### src/design/dlsq_pkg.sv
// Shared types, codes and constants of the delta-list sleep queue.
`default_nettype none

package dlsq_pkg;

   // Payload widths
   localparam int OP_W   = 2;
   localparam int ID_W   = 4;
   localparam int DATA_W = 32;
   localparam int KIND_W = 2;

   // Parameter defaults
   localparam int SLOTS_DEF       = 16;
   localparam int MS_PER_TICK_DEF = 10;

   // Most wake transactions one tick may produce
   localparam int MAX_WAKE = 16;

   // Request operations
   localparam logic [OP_W-1:0] OP_SLEEP  = 2'd0;
   localparam logic [OP_W-1:0] OP_TICK   = 2'd1;
   localparam logic [OP_W-1:0] OP_REMOVE = 2'd2;

   // Result kinds
   localparam logic [KIND_W-1:0] KIND_WAKE    = 2'd0;
   localparam logic [KIND_W-1:0] KIND_REMOVED = 2'd1;
   localparam logic [KIND_W-1:0] KIND_ERROR   = 2'd2;

   // One queue entry: process id and delta to the previous deadline
   typedef struct packed {
      logic [ID_W-1:0]   id;
      logic [DATA_W-1:0] delta;
   } entry_type;

   // Shared arithmetic unit
   typedef enum logic [1:0] {
      ALU_SUB,
      ALU_ADD_SAT,
      ALU_MUL
   } alu_op_type;

   typedef struct packed {
      alu_op_type        op;
      logic [DATA_W-1:0] a;
      logic [DATA_W-1:0] b;
   } alu_req_type;

   // res carries the low word, hi the upper word of a product
   typedef struct packed {
      logic [DATA_W-1:0] res;
      logic [DATA_W-1:0] hi;
      logic              borrow;
   } alu_rsp_type;

   // Sequencer states
   typedef enum logic [3:0] {
      ST_IDLE,
      ST_DIV,
      ST_MUL_BACK,
      ST_REM,
      ST_ROUND,
      ST_SCAN,
      ST_SHIFT_PREP,
      ST_SHIFT,
      ST_INSERT,
      ST_TICK_HEAD,
      ST_WAKE,
      ST_COMPACT,
      ST_EMIT
   } state_type;

endpackage

`default_nettype wire

### src/design/dlsq_req_if.sv
// Request channel of the sleep queue: operation, process id, sleep length.
`default_nettype none

interface dlsq_req_if;
   logic                        valid;
   logic                        ready;
   logic [dlsq_pkg::OP_W-1:0]   op;
   logic [dlsq_pkg::ID_W-1:0]   proc_id;
   logic [dlsq_pkg::DATA_W-1:0] sleep_ms;

   modport source (output valid, output op, output proc_id, output sleep_ms, input ready);
   modport sink   (input valid, input op, input proc_id, input sleep_ms, output ready);
endinterface

`default_nettype wire

### src/design/dlsq_rsp_if.sv
// Result channel of the sleep queue: kind, id, remaining ticks, last marker.
`default_nettype none

interface dlsq_rsp_if;
   logic                        valid;
   logic                        ready;
   logic [dlsq_pkg::KIND_W-1:0] kind;
   logic [dlsq_pkg::ID_W-1:0]   out_id;
   logic [dlsq_pkg::DATA_W-1:0] remaining_ticks;
   logic                        last;

   modport source (output valid, output kind, output out_id, output remaining_ticks,
                   output last, input ready);
   modport sink   (input valid, input kind, input out_id, input remaining_ticks,
                   input last, output ready);
endinterface

`default_nettype wire

### src/design/delta_list_sleep_queue.sv
// Top level of the delta-list sleep queue: sequencer, entry store and shared unit.
//
//   channel   dir  handshake          payload
//   req_if    in   valid/ready        op, proc_id, sleep_ms
//   rsp_if    out  valid/ready        kind, out_id, remaining_ticks, last
//
// One transaction at a time; req_if.ready is high only while the sequencer is idle.
// Sleep: multiply by the reciprocal of MS_PER_TICK, multiply back, take the remainder, round,
//   scan the queue, read the tail, shift entries up from the tail to the insert point, insert;
//   a full queue goes straight to an error and an empty one skips the scan and the shift.
// Tick: decrement the head, or emit a wake per expired id and move the entries behind them down.
// Remove: scan to the id, move the entries behind it down, then emit the result.
// All arithmetic goes through the one shared subtract/add/multiply unit and every entry access
// through the store's single write port and single read port. Synchronous reset empties the
// queue; no clearing pass. A stalled rsp_if holds the sequencer in place.
`default_nettype none

module delta_list_sleep_queue #(
   parameter int SLOTS       = dlsq_pkg::SLOTS_DEF,
   parameter int MS_PER_TICK = dlsq_pkg::MS_PER_TICK_DEF
) (
   input  logic       clock,
   input  logic       reset,
   dlsq_req_if.sink   req_if,
   dlsq_rsp_if.source rsp_if
);

   localparam int IDX_W = $clog2(SLOTS);
   localparam int LEN_W = $clog2(SLOTS + 1);
   localparam int REM_W = $clog2(2 * MS_PER_TICK);
   localparam int DW    = dlsq_pkg::DATA_W;
   // Reciprocal below 2^DW; the quotient it gives is exact or one short
   localparam int             RECIP_SH = DW - 1 + $clog2(MS_PER_TICK);
   localparam logic [DW-1:0]  RECIP    = DW'((64'd1 << RECIP_SH) / 64'(MS_PER_TICK));

   // Control registers
   dlsq_pkg::state_type state_ff, state_in;
   logic [LEN_W-1:0]    len_ff, len_in;
   logic                rsp_valid_ff, rsp_valid_in;

   // Working registers
   logic [dlsq_pkg::OP_W-1:0]   op_ff, op_in;
   logic [dlsq_pkg::ID_W-1:0]   id_ff, id_in;
   logic [DW-1:0]               div_ff, div_in;
   logic [REM_W-1:0]            rem_ff, rem_in;
   logic [DW-1:0]               acc_ff, acc_in;
   logic [DW-1:0]               dpos_ff, dpos_in;
   logic [LEN_W-1:0]            pos_ff, pos_in;
   logic                        posset_ff, posset_in;
   logic [LEN_W-1:0]            idx_ff, idx_in;
   logic [LEN_W-1:0]            k_ff, k_in;
   logic                        adj_ff, adj_in;
   logic [dlsq_pkg::ID_W-1:0]   wake_id_ff, wake_id_in;
   logic [dlsq_pkg::KIND_W-1:0] res_kind_ff, res_kind_in;

   // Result register
   logic [dlsq_pkg::KIND_W-1:0] rsp_kind_ff;
   logic [dlsq_pkg::ID_W-1:0]   rsp_id_ff;
   logic [DW-1:0]               rsp_rem_ff;
   logic                        rsp_last_ff;
   logic                        rsp_load;
   logic [dlsq_pkg::KIND_W-1:0] ld_kind;
   logic [dlsq_pkg::ID_W-1:0]   ld_id;
   logic [DW-1:0]               ld_rem;
   logic                        ld_last;

   // Store and shared unit
   logic                  wr_en;
   logic [IDX_W-1:0]      wr_addr;
   dlsq_pkg::entry_type   wr_data;
   logic [IDX_W-1:0]      rd_addr;
   dlsq_pkg::entry_type   rd_data;
   dlsq_pkg::alu_req_type alu_req;
   dlsq_pkg::alu_rsp_type alu_rsp;

   // Helpers
   logic             accept;
   logic             out_free;
   logic [LEN_W-1:0] len_m1;
   logic [LEN_W-1:0] idx_p1;
   logic [LEN_W-1:0] idx_m1;
   logic [LEN_W-1:0] idx_m2;
   logic [LEN_W-1:0] dst_idx;
   logic             last_entry;
   logic             id_match;
   logic [2*DW-1:0]  prod;
   logic [2*DW-1:0]  prod_sh;
   logic [1:0]       round_inc;
   logic             wake_more;

   dlsq_mem #(
      .DEPTH (SLOTS)
   ) u_mem (
      .clock   (clock),
      .wr_en   (wr_en),
      .wr_addr (wr_addr),
      .wr_data (wr_data),
      .rd_addr (rd_addr),
      .rd_data (rd_data)
   );

   dlsq_alu u_alu (
      .alu_req (alu_req),
      .alu_rsp (alu_rsp)
   );

   assign req_if.ready = (state_ff == dlsq_pkg::ST_IDLE);
   assign accept       = req_if.valid && req_if.ready;
   assign out_free     = !rsp_valid_ff || rsp_if.ready;
   assign len_m1       = len_ff - LEN_W'(1);
   assign idx_p1       = idx_ff + LEN_W'(1);
   assign idx_m1       = idx_ff - LEN_W'(1);
   assign idx_m2       = idx_ff - LEN_W'(2);
   assign dst_idx      = idx_ff - k_ff;
   assign last_entry   = (idx_ff == len_m1);
   assign id_match     = (rd_data.id == id_ff);
   assign prod         = {alu_rsp.hi, alu_rsp.res};
   assign prod_sh      = prod >> RECIP_SH;
   assign wake_more    = (idx_ff < len_ff) && (rd_data.delta == '0) &&
                         (32'(idx_ff) < 32'(dlsq_pkg::MAX_WAKE));

   // Rounding step from the remainder, which may hold one extra divisor
   assign round_inc = (rem_ff == '0)                     ? {1'b0, div_ff == '0} :
                      (rem_ff > REM_W'(MS_PER_TICK))     ? 2'd2 : 2'd1;

   // Sequencer: next state, store access, shared unit operands
   always_comb begin
      state_in    = state_ff;
      len_in      = len_ff;
      op_in       = op_ff;
      id_in       = id_ff;
      div_in      = div_ff;
      rem_in      = rem_ff;
      acc_in      = acc_ff;
      dpos_in     = dpos_ff;
      pos_in      = pos_ff;
      posset_in   = posset_ff;
      idx_in      = idx_ff;
      k_in        = k_ff;
      adj_in      = adj_ff;
      wake_id_in  = wake_id_ff;
      res_kind_in = res_kind_ff;
      rsp_load    = 1'b0;
      ld_kind     = dlsq_pkg::KIND_WAKE;
      ld_id       = wake_id_ff;
      ld_rem      = '0;
      ld_last     = 1'b0;
      wr_en       = 1'b0;
      wr_addr     = '0;
      wr_data     = rd_data;
      rd_addr     = '0;
      alu_req     = '{op: dlsq_pkg::ALU_SUB, a: '0, b: '0};

      unique case (state_ff)
         dlsq_pkg::ST_IDLE: begin
            // Take a transaction; entry 0 is read meanwhile
            if (accept) begin
               op_in = req_if.op;
               id_in = req_if.proc_id;
               case (req_if.op)
                  dlsq_pkg::OP_SLEEP: begin
                     if (len_ff == LEN_W'(SLOTS)) begin
                        res_kind_in = dlsq_pkg::KIND_ERROR;
                        state_in    = dlsq_pkg::ST_EMIT;
                     end else begin
                        acc_in   = req_if.sleep_ms;
                        state_in = dlsq_pkg::ST_DIV;
                     end
                  end
                  dlsq_pkg::OP_TICK: begin
                     if (len_ff != '0) begin
                        state_in = dlsq_pkg::ST_TICK_HEAD;
                     end
                  end
                  dlsq_pkg::OP_REMOVE: begin
                     if (len_ff == '0) begin
                        res_kind_in = dlsq_pkg::KIND_ERROR;
                        state_in    = dlsq_pkg::ST_EMIT;
                     end else begin
                        idx_in   = '0;
                        acc_in   = '0;
                        state_in = dlsq_pkg::ST_SCAN;
                     end
                  end
                  default: begin
                     state_in = dlsq_pkg::ST_IDLE;
                  end
               endcase
            end
         end

         dlsq_pkg::ST_DIV: begin
            // Estimate ms / MS_PER_TICK by the reciprocal
            alu_req.op = dlsq_pkg::ALU_MUL;
            alu_req.a  = acc_ff;
            alu_req.b  = RECIP;
            div_in     = prod_sh[DW-1:0];
            state_in   = dlsq_pkg::ST_MUL_BACK;
         end

         dlsq_pkg::ST_MUL_BACK: begin
            // Multiply the estimate back by the divisor
            alu_req.op = dlsq_pkg::ALU_MUL;
            alu_req.a  = div_ff;
            alu_req.b  = DW'(MS_PER_TICK);
            dpos_in    = alu_rsp.res;
            state_in   = dlsq_pkg::ST_REM;
         end

         dlsq_pkg::ST_REM: begin
            // Remainder of the estimate, below twice the divisor
            alu_req.op = dlsq_pkg::ALU_SUB;
            alu_req.a  = acc_ff;
            alu_req.b  = dpos_ff;
            rem_in     = alu_rsp.res[REM_W-1:0];
            state_in   = dlsq_pkg::ST_ROUND;
         end

         dlsq_pkg::ST_ROUND: begin
            // Correct the estimate, round up, at least one tick
            alu_req.op = dlsq_pkg::ALU_ADD_SAT;
            alu_req.a  = div_ff;
            alu_req.b  = DW'(round_inc);
            acc_in     = alu_rsp.res;
            idx_in     = '0;
            posset_in  = 1'b0;
            pos_in     = len_ff;
            state_in   = (len_ff == '0) ? dlsq_pkg::ST_INSERT : dlsq_pkg::ST_SCAN;
         end

         dlsq_pkg::ST_SCAN: begin
            // Walk entries in order, prefetch the next one
            rd_addr = idx_p1[IDX_W-1:0];
            if (op_ff == dlsq_pkg::OP_SLEEP) begin
               alu_req.op = dlsq_pkg::ALU_SUB;
               alu_req.a  = acc_ff;
               alu_req.b  = rd_data.delta;
               if (id_match) begin
                  res_kind_in = dlsq_pkg::KIND_ERROR;
                  state_in    = dlsq_pkg::ST_EMIT;
               end else begin
                  if (!posset_ff) begin
                     if (alu_rsp.borrow) begin
                        posset_in = 1'b1;
                        pos_in    = idx_ff;
                     end else begin
                        acc_in = alu_rsp.res;
                     end
                  end
                  if (last_entry) begin
                     state_in = dlsq_pkg::ST_SHIFT_PREP;
                  end else begin
                     idx_in = idx_p1;
                  end
               end
            end else begin
               alu_req.op = dlsq_pkg::ALU_ADD_SAT;
               alu_req.a  = acc_ff;
               alu_req.b  = rd_data.delta;
               acc_in     = alu_rsp.res;
               if (id_match) begin
                  dpos_in     = rd_data.delta;
                  pos_in      = idx_ff;
                  res_kind_in = dlsq_pkg::KIND_REMOVED;
                  if (last_entry) begin
                     len_in   = len_m1;
                     state_in = dlsq_pkg::ST_EMIT;
                  end else begin
                     idx_in   = idx_p1;
                     k_in     = LEN_W'(1);
                     adj_in   = 1'b1;
                     state_in = dlsq_pkg::ST_COMPACT;
                  end
               end else if (last_entry) begin
                  res_kind_in = dlsq_pkg::KIND_ERROR;
                  state_in    = dlsq_pkg::ST_EMIT;
               end else begin
                  idx_in = idx_p1;
               end
            end
         end

         dlsq_pkg::ST_SHIFT_PREP: begin
            // Read the tail entry before moving entries up
            rd_addr  = len_m1[IDX_W-1:0];
            idx_in   = len_ff;
            state_in = (pos_ff == len_ff) ? dlsq_pkg::ST_INSERT : dlsq_pkg::ST_SHIFT;
         end

         dlsq_pkg::ST_SHIFT: begin
            // Move entry idx-1 to idx; the entry at the insert point loses the new delta
            rd_addr    = idx_m2[IDX_W-1:0];
            alu_req.op = dlsq_pkg::ALU_SUB;
            alu_req.a  = rd_data.delta;
            alu_req.b  = acc_ff;
            wr_en      = 1'b1;
            wr_addr    = idx_ff[IDX_W-1:0];
            wr_data.id = rd_data.id;
            if (idx_m1 == pos_ff) begin
               wr_data.delta = alu_rsp.res;
               state_in      = dlsq_pkg::ST_INSERT;
            end else begin
               wr_data.delta = rd_data.delta;
               idx_in        = idx_m1;
            end
         end

         dlsq_pkg::ST_INSERT: begin
            // Place the sleeper
            wr_en         = 1'b1;
            wr_addr       = pos_ff[IDX_W-1:0];
            wr_data.id    = id_ff;
            wr_data.delta = acc_ff;
            len_in        = len_ff + LEN_W'(1);
            state_in      = dlsq_pkg::ST_IDLE;
         end

         dlsq_pkg::ST_TICK_HEAD: begin
            // Decrement the head, stopping at zero
            rd_addr    = IDX_W'(1);
            alu_req.op = dlsq_pkg::ALU_SUB;
            alu_req.a  = rd_data.delta;
            alu_req.b  = DW'(1);
            if ((rd_data.delta > DW'(1))) begin
               wr_en         = 1'b1;
               wr_addr       = '0;
               wr_data.id    = rd_data.id;
               wr_data.delta = alu_rsp.res;
               state_in      = dlsq_pkg::ST_IDLE;
            end else begin
               wake_id_in = rd_data.id;
               idx_in     = LEN_W'(1);
               state_in   = dlsq_pkg::ST_WAKE;
            end
         end

         dlsq_pkg::ST_WAKE: begin
            // Emit the pending id; the entry in rd_data tells whether another follows
            rd_addr = idx_ff[IDX_W-1:0];
            if (out_free) begin
               rsp_load = 1'b1;
               ld_kind  = dlsq_pkg::KIND_WAKE;
               ld_id    = wake_id_ff;
               ld_rem   = '0;
               ld_last  = !wake_more;
               if (wake_more) begin
                  rd_addr    = idx_p1[IDX_W-1:0];
                  wake_id_in = rd_data.id;
                  idx_in     = idx_p1;
               end else begin
                  k_in = idx_ff;
                  if (idx_ff == len_ff) begin
                     len_in   = '0;
                     state_in = dlsq_pkg::ST_IDLE;
                  end else begin
                     adj_in   = 1'b0;
                     state_in = dlsq_pkg::ST_COMPACT;
                  end
               end
            end
         end

         dlsq_pkg::ST_COMPACT: begin
            // Move entry idx down by k; after a removal the first one takes the gap's delta
            rd_addr       = idx_p1[IDX_W-1:0];
            alu_req.op    = dlsq_pkg::ALU_ADD_SAT;
            alu_req.a     = rd_data.delta;
            alu_req.b     = dpos_ff;
            wr_en         = 1'b1;
            wr_addr       = dst_idx[IDX_W-1:0];
            wr_data.id    = rd_data.id;
            wr_data.delta = adj_ff ? alu_rsp.res : rd_data.delta;
            adj_in        = 1'b0;
            if (last_entry) begin
               len_in   = len_ff - k_ff;
               state_in = (op_ff == dlsq_pkg::OP_REMOVE) ? dlsq_pkg::ST_EMIT
                                                         : dlsq_pkg::ST_IDLE;
            end else begin
               idx_in = idx_p1;
            end
         end

         dlsq_pkg::ST_EMIT: begin
            // Single closing transaction: removal or error
            if (out_free) begin
               rsp_load = 1'b1;
               ld_kind  = res_kind_ff;
               ld_id    = id_ff;
               ld_rem   = (res_kind_ff == dlsq_pkg::KIND_REMOVED) ? acc_ff : '0;
               ld_last  = 1'b1;
               state_in = dlsq_pkg::ST_IDLE;
            end
         end

         default: begin
            state_in = dlsq_pkg::ST_IDLE;
         end
      endcase
   end

   // Hold the result until taken
   always_comb begin
      rsp_valid_in = rsp_valid_ff && !rsp_if.ready;
      if (rsp_load) begin
         rsp_valid_in = 1'b1;
      end
   end

   // Control state
   always_ff @(posedge clock) begin
      if (reset) begin
         state_ff     <= dlsq_pkg::ST_IDLE;
         len_ff       <= '0;
         rsp_valid_ff <= 1'b0;
      end else begin
         state_ff     <= state_in;
         len_ff       <= len_in;
         rsp_valid_ff <= rsp_valid_in;
      end
   end

   // Working registers
   always_ff @(posedge clock) begin
      op_ff       <= op_in;
      id_ff       <= id_in;
      div_ff      <= div_in;
      rem_ff      <= rem_in;
      acc_ff      <= acc_in;
      dpos_ff     <= dpos_in;
      pos_ff      <= pos_in;
      posset_ff   <= posset_in;
      idx_ff      <= idx_in;
      k_ff        <= k_in;
      adj_ff      <= adj_in;
      wake_id_ff  <= wake_id_in;
      res_kind_ff <= res_kind_in;
   end

   // Result payload
   always_ff @(posedge clock) begin
      if (rsp_load) begin
         rsp_kind_ff <= ld_kind;
         rsp_id_ff   <= ld_id;
         rsp_rem_ff  <= ld_rem;
         rsp_last_ff <= ld_last;
      end
   end

   assign rsp_if.valid           = rsp_valid_ff;
   assign rsp_if.kind            = rsp_kind_ff;
   assign rsp_if.out_id          = rsp_id_ff;
   assign rsp_if.remaining_ticks = rsp_rem_ff;
   assign rsp_if.last            = rsp_last_ff;

endmodule

`default_nettype wire

### src/design/dlsq_alu.sv
// Shared 32-bit subtract, saturating add and multiply unit used by the arithmetic steps of the sequencer.
`default_nettype none

module dlsq_alu (
   input  dlsq_pkg::alu_req_type alu_req,
   output dlsq_pkg::alu_rsp_type alu_rsp
);

   logic [dlsq_pkg::DATA_W:0]     diff;
   logic [dlsq_pkg::DATA_W:0]     sum;
   logic [2*dlsq_pkg::DATA_W-1:0] prod;

   assign diff = {1'b0, alu_req.a} - {1'b0, alu_req.b};
   assign sum  = {1'b0, alu_req.a} + {1'b0, alu_req.b};
   assign prod = {{dlsq_pkg::DATA_W{1'b0}}, alu_req.a} *
                 {{dlsq_pkg::DATA_W{1'b0}}, alu_req.b};

   // Select subtract with borrow, add clamped at all ones, or full product
   always_comb begin
      alu_rsp.res    = '0;
      alu_rsp.hi     = '0;
      alu_rsp.borrow = 1'b0;
      unique case (alu_req.op)
         dlsq_pkg::ALU_SUB: begin
            alu_rsp.res    = diff[dlsq_pkg::DATA_W-1:0];
            alu_rsp.borrow = diff[dlsq_pkg::DATA_W];
         end
         dlsq_pkg::ALU_ADD_SAT: begin
            alu_rsp.res = sum[dlsq_pkg::DATA_W] ? '1 : sum[dlsq_pkg::DATA_W-1:0];
         end
         dlsq_pkg::ALU_MUL: begin
            alu_rsp.res = prod[dlsq_pkg::DATA_W-1:0];
            alu_rsp.hi  = prod[2*dlsq_pkg::DATA_W-1:dlsq_pkg::DATA_W];
         end
         default: begin
            alu_rsp.res = '0;
         end
      endcase
   end

endmodule

`default_nettype wire

### src/design/dlsq_mem.sv
// Entry store of the sleep queue: one write port, one registered read port.
`default_nettype none

module dlsq_mem #(
   parameter  int DEPTH  = dlsq_pkg::SLOTS_DEF,
   localparam int ADDR_W = $clog2(DEPTH)
) (
   input  logic                clock,
   input  logic                wr_en,
   input  logic [ADDR_W-1:0]   wr_addr,
   input  dlsq_pkg::entry_type wr_data,
   input  logic [ADDR_W-1:0]   rd_addr,
   output dlsq_pkg::entry_type rd_data
);

   dlsq_pkg::entry_type store_ff [DEPTH];
   dlsq_pkg::entry_type rd_data_ff;

   // Write one entry
   always_ff @(posedge clock) begin
      if (wr_en) begin
         store_ff[wr_addr] <= wr_data;
      end
   end

   // Read one entry, data shows the cycle after
   always_ff @(posedge clock) begin
      rd_data_ff <= store_ff[rd_addr];
   end

   assign rd_data = rd_data_ff;

endmodule

`default_nettype wire

### src/flat_wrapper.sv
// flat-port wrapper written by rule: the top's interface ports become plain ports
module delta_list_sleep_queue_flat 
#(
   parameter int SLOTS       = dlsq_pkg::SLOTS_DEF,
   parameter int MS_PER_TICK = dlsq_pkg::MS_PER_TICK_DEF
)
  (clock, reset, req_if_valid, req_if_op, req_if_proc_id, req_if_sleep_ms, req_if_ready, rsp_if_valid, rsp_if_kind, rsp_if_out_id, rsp_if_remaining_ticks, rsp_if_last, rsp_if_ready);
  dlsq_req_if req_if_i ();
  dlsq_rsp_if rsp_if_i ();
  input  logic clock;
  input  logic reset;
  input wire logic [$bits(req_if_i.valid)-1:0] req_if_valid;
  input wire logic [$bits(req_if_i.op)-1:0] req_if_op;
  input wire logic [$bits(req_if_i.proc_id)-1:0] req_if_proc_id;
  input wire logic [$bits(req_if_i.sleep_ms)-1:0] req_if_sleep_ms;
  output wire logic [$bits(req_if_i.ready)-1:0] req_if_ready;
  output wire logic [$bits(rsp_if_i.valid)-1:0] rsp_if_valid;
  output wire logic [$bits(rsp_if_i.kind)-1:0] rsp_if_kind;
  output wire logic [$bits(rsp_if_i.out_id)-1:0] rsp_if_out_id;
  output wire logic [$bits(rsp_if_i.remaining_ticks)-1:0] rsp_if_remaining_ticks;
  output wire logic [$bits(rsp_if_i.last)-1:0] rsp_if_last;
  input wire logic [$bits(rsp_if_i.ready)-1:0] rsp_if_ready;
  assign req_if_i.valid = req_if_valid;
  assign req_if_i.op = req_if_op;
  assign req_if_i.proc_id = req_if_proc_id;
  assign req_if_i.sleep_ms = req_if_sleep_ms;
  assign req_if_ready = req_if_i.ready;
  assign rsp_if_valid = rsp_if_i.valid;
  assign rsp_if_kind = rsp_if_i.kind;
  assign rsp_if_out_id = rsp_if_i.out_id;
  assign rsp_if_remaining_ticks = rsp_if_i.remaining_ticks;
  assign rsp_if_last = rsp_if_i.last;
  assign rsp_if_i.ready = rsp_if_ready;
  delta_list_sleep_queue #(.SLOTS(SLOTS), .MS_PER_TICK(MS_PER_TICK)) u_core (.clock(clock), .reset(reset), .req_if(req_if_i), .rsp_if(rsp_if_i));
endmodule
### config.mk
export PLATFORM = sky130hd
export DESIGN_NAME = delta_list_sleep_queue_flat
export DESIGN_NICKNAME = d
export VERILOG_FILES = /design/src/design/dlsq_pkg.sv /design/src/design/dlsq_req_if.sv /design/src/design/dlsq_rsp_if.sv /design/src/design/delta_list_sleep_queue.sv /design/src/design/dlsq_alu.sv /design/src/design/dlsq_mem.sv /design/src/flat_wrapper.sv
export SDC_FILE = /design/constraint.sdc
export NUM_CORES = 2
export LEC_CHECK = 0
export ABC_AREA = 1
export BUFFER_PORTS_ARGS = -buffer_cell sky130_fd_sc_hd__buf_4
export CAP_MARGIN = 20
export CORE_MARGIN = 5
export CORE_UTILIZATION = 50
export CTS_BUF_LIST = sky130_fd_sc_hd__clkbuf_4
export CTS_CLUSTER_SIZE = 30
export DETAILED_ROUTE_END_ITERATION = 6
export PLACE_DENSITY_LB_ADDON = 0.2
export SYNTH_ARGS = -nofsm -noshare
export SYNTH_HDL_FRONTEND = slang
export SYNTH_HIERARCHICAL = 1
export SYNTH_SLANG_ARGS = --single-unit
export TNS_END_PERCENT = 1
### constraint.sdc
create_clock -name clock -period 8.8 [get_ports clock]
set_clock_uncertainty 0.2 [all_clocks]
set_input_delay 1.32 -clock clock [delete_from_list [all_inputs] [get_ports clock]]
set_output_delay 1.32 -clock clock [all_outputs]
set_load 0.02 [all_outputs]
==> impl_metrics.yaml <==
outcome:
  status: "finished with violations"
  violations: "design-rule violations"
clock_network:
  cts-root-buf: "clkbuf_4"
  cts_buffers: 209
  path_clk_slew_ns: 0.07
  insertion_delay_ns: 1.21
  ctsLongestPathBuffers: 3
  cts_sinks: 788
  tritoncts: "yes"
  postCtsHoldBufs: 0
  htreeDepth: 4
timing:
  setup_viol: 0
  rsz0062_at_grt: "yes"
  max_freq_mhz: 115
  worst_slew_pin_slew_ns: 1.08
  layout_setup_ws_ns: 0.0778
  post-route-period-util: 0.991
  slew_headroom: 0.274
  min_period_ns: 8.72
  slew_violations: 0
  hold_viol: 0
detailed_routing:
  dr.pass1.iters: 7
  drt_iter0_markers: 7264
  routedWlPerCell_microns: 24.5
  ant_nets: 0
  vias: 66200
  avgViaCountPerCell: 5.44
  totalWireLength_mm: 299
  route.detailed.drc: 2
worst_setup_path:
  crit-reg2reg-launch: "u_core/state_ff[0]$_SDFFE_PP0P_"
  required_ns: 9.43
  slowest_delay_ns: 0.54
  timing.rr.end: "u_core/u_mem/store_ff[0][20]$_DFFE_PP_"
  cpMostUsedCell: "fa_1"
  cp_max_fo: 16
  worstSetupPathType: "register to register"
  end_kind: "register"
  r2r_cells: 32
  cpMaxStageDelayCell: "fa_1"
  cp.arrival_ns: 9.36
  rrSetupSlack_ns: 0.08
  start_kind: "register"
die:
  die_h_microns: 402
  core_sq_um: 152000
  die_area_sq_um: 161000
  dieWidth_microns: 402
  io_pins: 83
  num_rows: 143
  start_util: 0.504
synth:
  syn_area_per_cell_sq_um: 8.03
  mappedNetlistArea_sq_um: 76700
  syn_inst: 9550
  yosys_warnings: 6
  syn_nets: 10800
final_layout:
  layout.cells.non_filler: 12200
  drive_above_1_share: 0.119
  fill_cells: 13800
  syn2layout_area_growth_pct: 14.1
  nNetsFinal: 11300
power:
  p_leak_nw: 46.2
  irDropWorstVdd_mv: 0.251
  powerDensity_nw_per_um2: 313
global_route:
  antenna_found_initial: 18
  grt_pass1_vias: 66400
  grt_max_degree: 186
  grt_pass1_wl_mm: 435
  overflow: 0
  grt_usage: 0.366
min_path:
  hold_path_end: "u_core/id_ff[0]$_DFFE_PP_"
  hold_start: "req_if_proc_id[0]"
  hold_path.class: "input port to register"
  hold_depth: 1
placed_design:
  dp_hpwl_mm: 230
  dp.cells: 11700
  dp_slack_ns: -0.567
  portBuffers: 82
  place_congestion: 1.06
run:
  cap_violations: 0
## cell usage in the layout (no fill, tap or decap), types with 27 or more instances in the layout
master    count
nand2_2      30
clkbuf_4    308
o21ai_0     210
inv_1      2399
nand3b_1     35
nand3_1     658
a21oi_1     168
nor2_2       27
nor3_1       29
clkinv_1     56
edfxtp_1    742
dfxtp_1      42
xor2_1       34
fa_1        894
nand4_1      31
nand2_1    2837
nor2_1      346
buf_4       498
buf_12      101
ha_1        324
o211ai_1     44
inv_2        30
## cell type report
cell class,instances,area (sq um),area share
multi-input combinational,5921,43800,0.501
antenna,4,10.0,0.000114
inverter,2436,9160,0.105
sequential,788,23200,0.265
tap,2030,2540,0.0290
timing repair buffer,617,6020,0.0687
clock inverter,76,467,0.00533
clock buffer,308,2310,0.0264
## critical path: cells and delay by family (launching register included)
family | cells | cell delay [ns]
adder cells (fa/ha/maj) | 9 | 3.90
flip-flops | 1 | 0.43
AND/OR/NAND/NOR | 12 | 1.89
buffers and inverters | 7 | 1.09
AO/OA/AOI/OAI | 4 | 0.86
## power breakdown
part | leakage, nW | switching [mW] | internal [mW]
Combinational | 37.4 | 12.5 | 5.65
Sequential | 7.11 | 0.478 | 5.41
Clock | 1.64 | 1.65 | 1.71
Total | 46.2 | 14.6 | 12.8
## timing repair
action / in CTS / in global routing
buffers inserted: 7 / 35
setup endpoints to repair: 256 / 365
resized for setup: 19 / 156
pin swaps: 2 / 32
gates cloned: 0 / 5
endpoints found under the hold margin: 0 / 0
## layer usage
metal,GRT usage,share of wire,up-vias
li1,-,-,29600
met1,0.482,0.39,32200
met2,0.568,0.44,3596
met3,0.0802,0.096,819
met4,0.199,0.067,14
met5,0,0.00031,-
## worst max-delay path by stage
stage,start,to,slack (ns),depth (start not counted)
after floorplan,u_core/state_ff[0]$_SDFFE_PP0P_,u_core/u_mem/store_ff[0][31]$_DFFE_PP_,0.09,32
after CTS,u_core/state_ff[1]$_SDFFE_PP0P_,u_core/u_mem/store_ff[7][26]$_DFFE_PP_,-0.08,32
after detailed placement,u_core/state_ff[0]$_SDFFE_PP0P_,u_core/u_mem/store_ff[4][17]$_DFFE_PP_,-0.57,29
final,u_core/state_ff[0]$_SDFFE_PP0P_,u_core/u_mem/store_ff[0][20]$_DFFE_PP_,0.08,32
after global placement,u_core/state_ff[0]$_SDFFE_PP0P_,u_core/u_mem/store_ff[11][17]$_DFFE_PP_,-0.38,30
after global routing,u_core/state_ff[3]$_SDFFE_PP0P_,u_core/u_mem/store_ff[12][29]$_DFFE_PP_,-0.09,39
## registers in the layout, summed over array words and instances, names as in the netlist, 5 cells and up
| register | flops |
|---|---|
| u_core/acc_ff | 32 |
| u_core/k_ff | 5 |
| u_core/rem_ff | 5 |
| u_core/dpos_ff | 32 |
| u_core/len_ff | 5 |
| u_core/idx_ff | 5 |
| u_core/rsp_if.remaining_ticks | 32 |
| u_core/div_ff | 29 |
| u_core/pos_ff | 5 |
| u_core/u_mem/store_ff | 576 |
| u_core/u_mem/rd_data | 36 |
## stage by stage
stage                     TNS (ns)  area, sq um  hold WS (ns)  total power [mW]   util
after floorplan                  0        76700         0.250              14.6      -
after global placement      -23.19        83500         0.333              22.8  0.549
after detailed placement    -50.61        83500         0.339              22.9  0.549
after CTS                    -2.35        86500        0.0198              26.4  0.568
after global routing         -7.98        87500        0.0915              28.7  0.575
final                            0        87500         0.193              27.4  0.575
(Power assumes the default switching activity.)
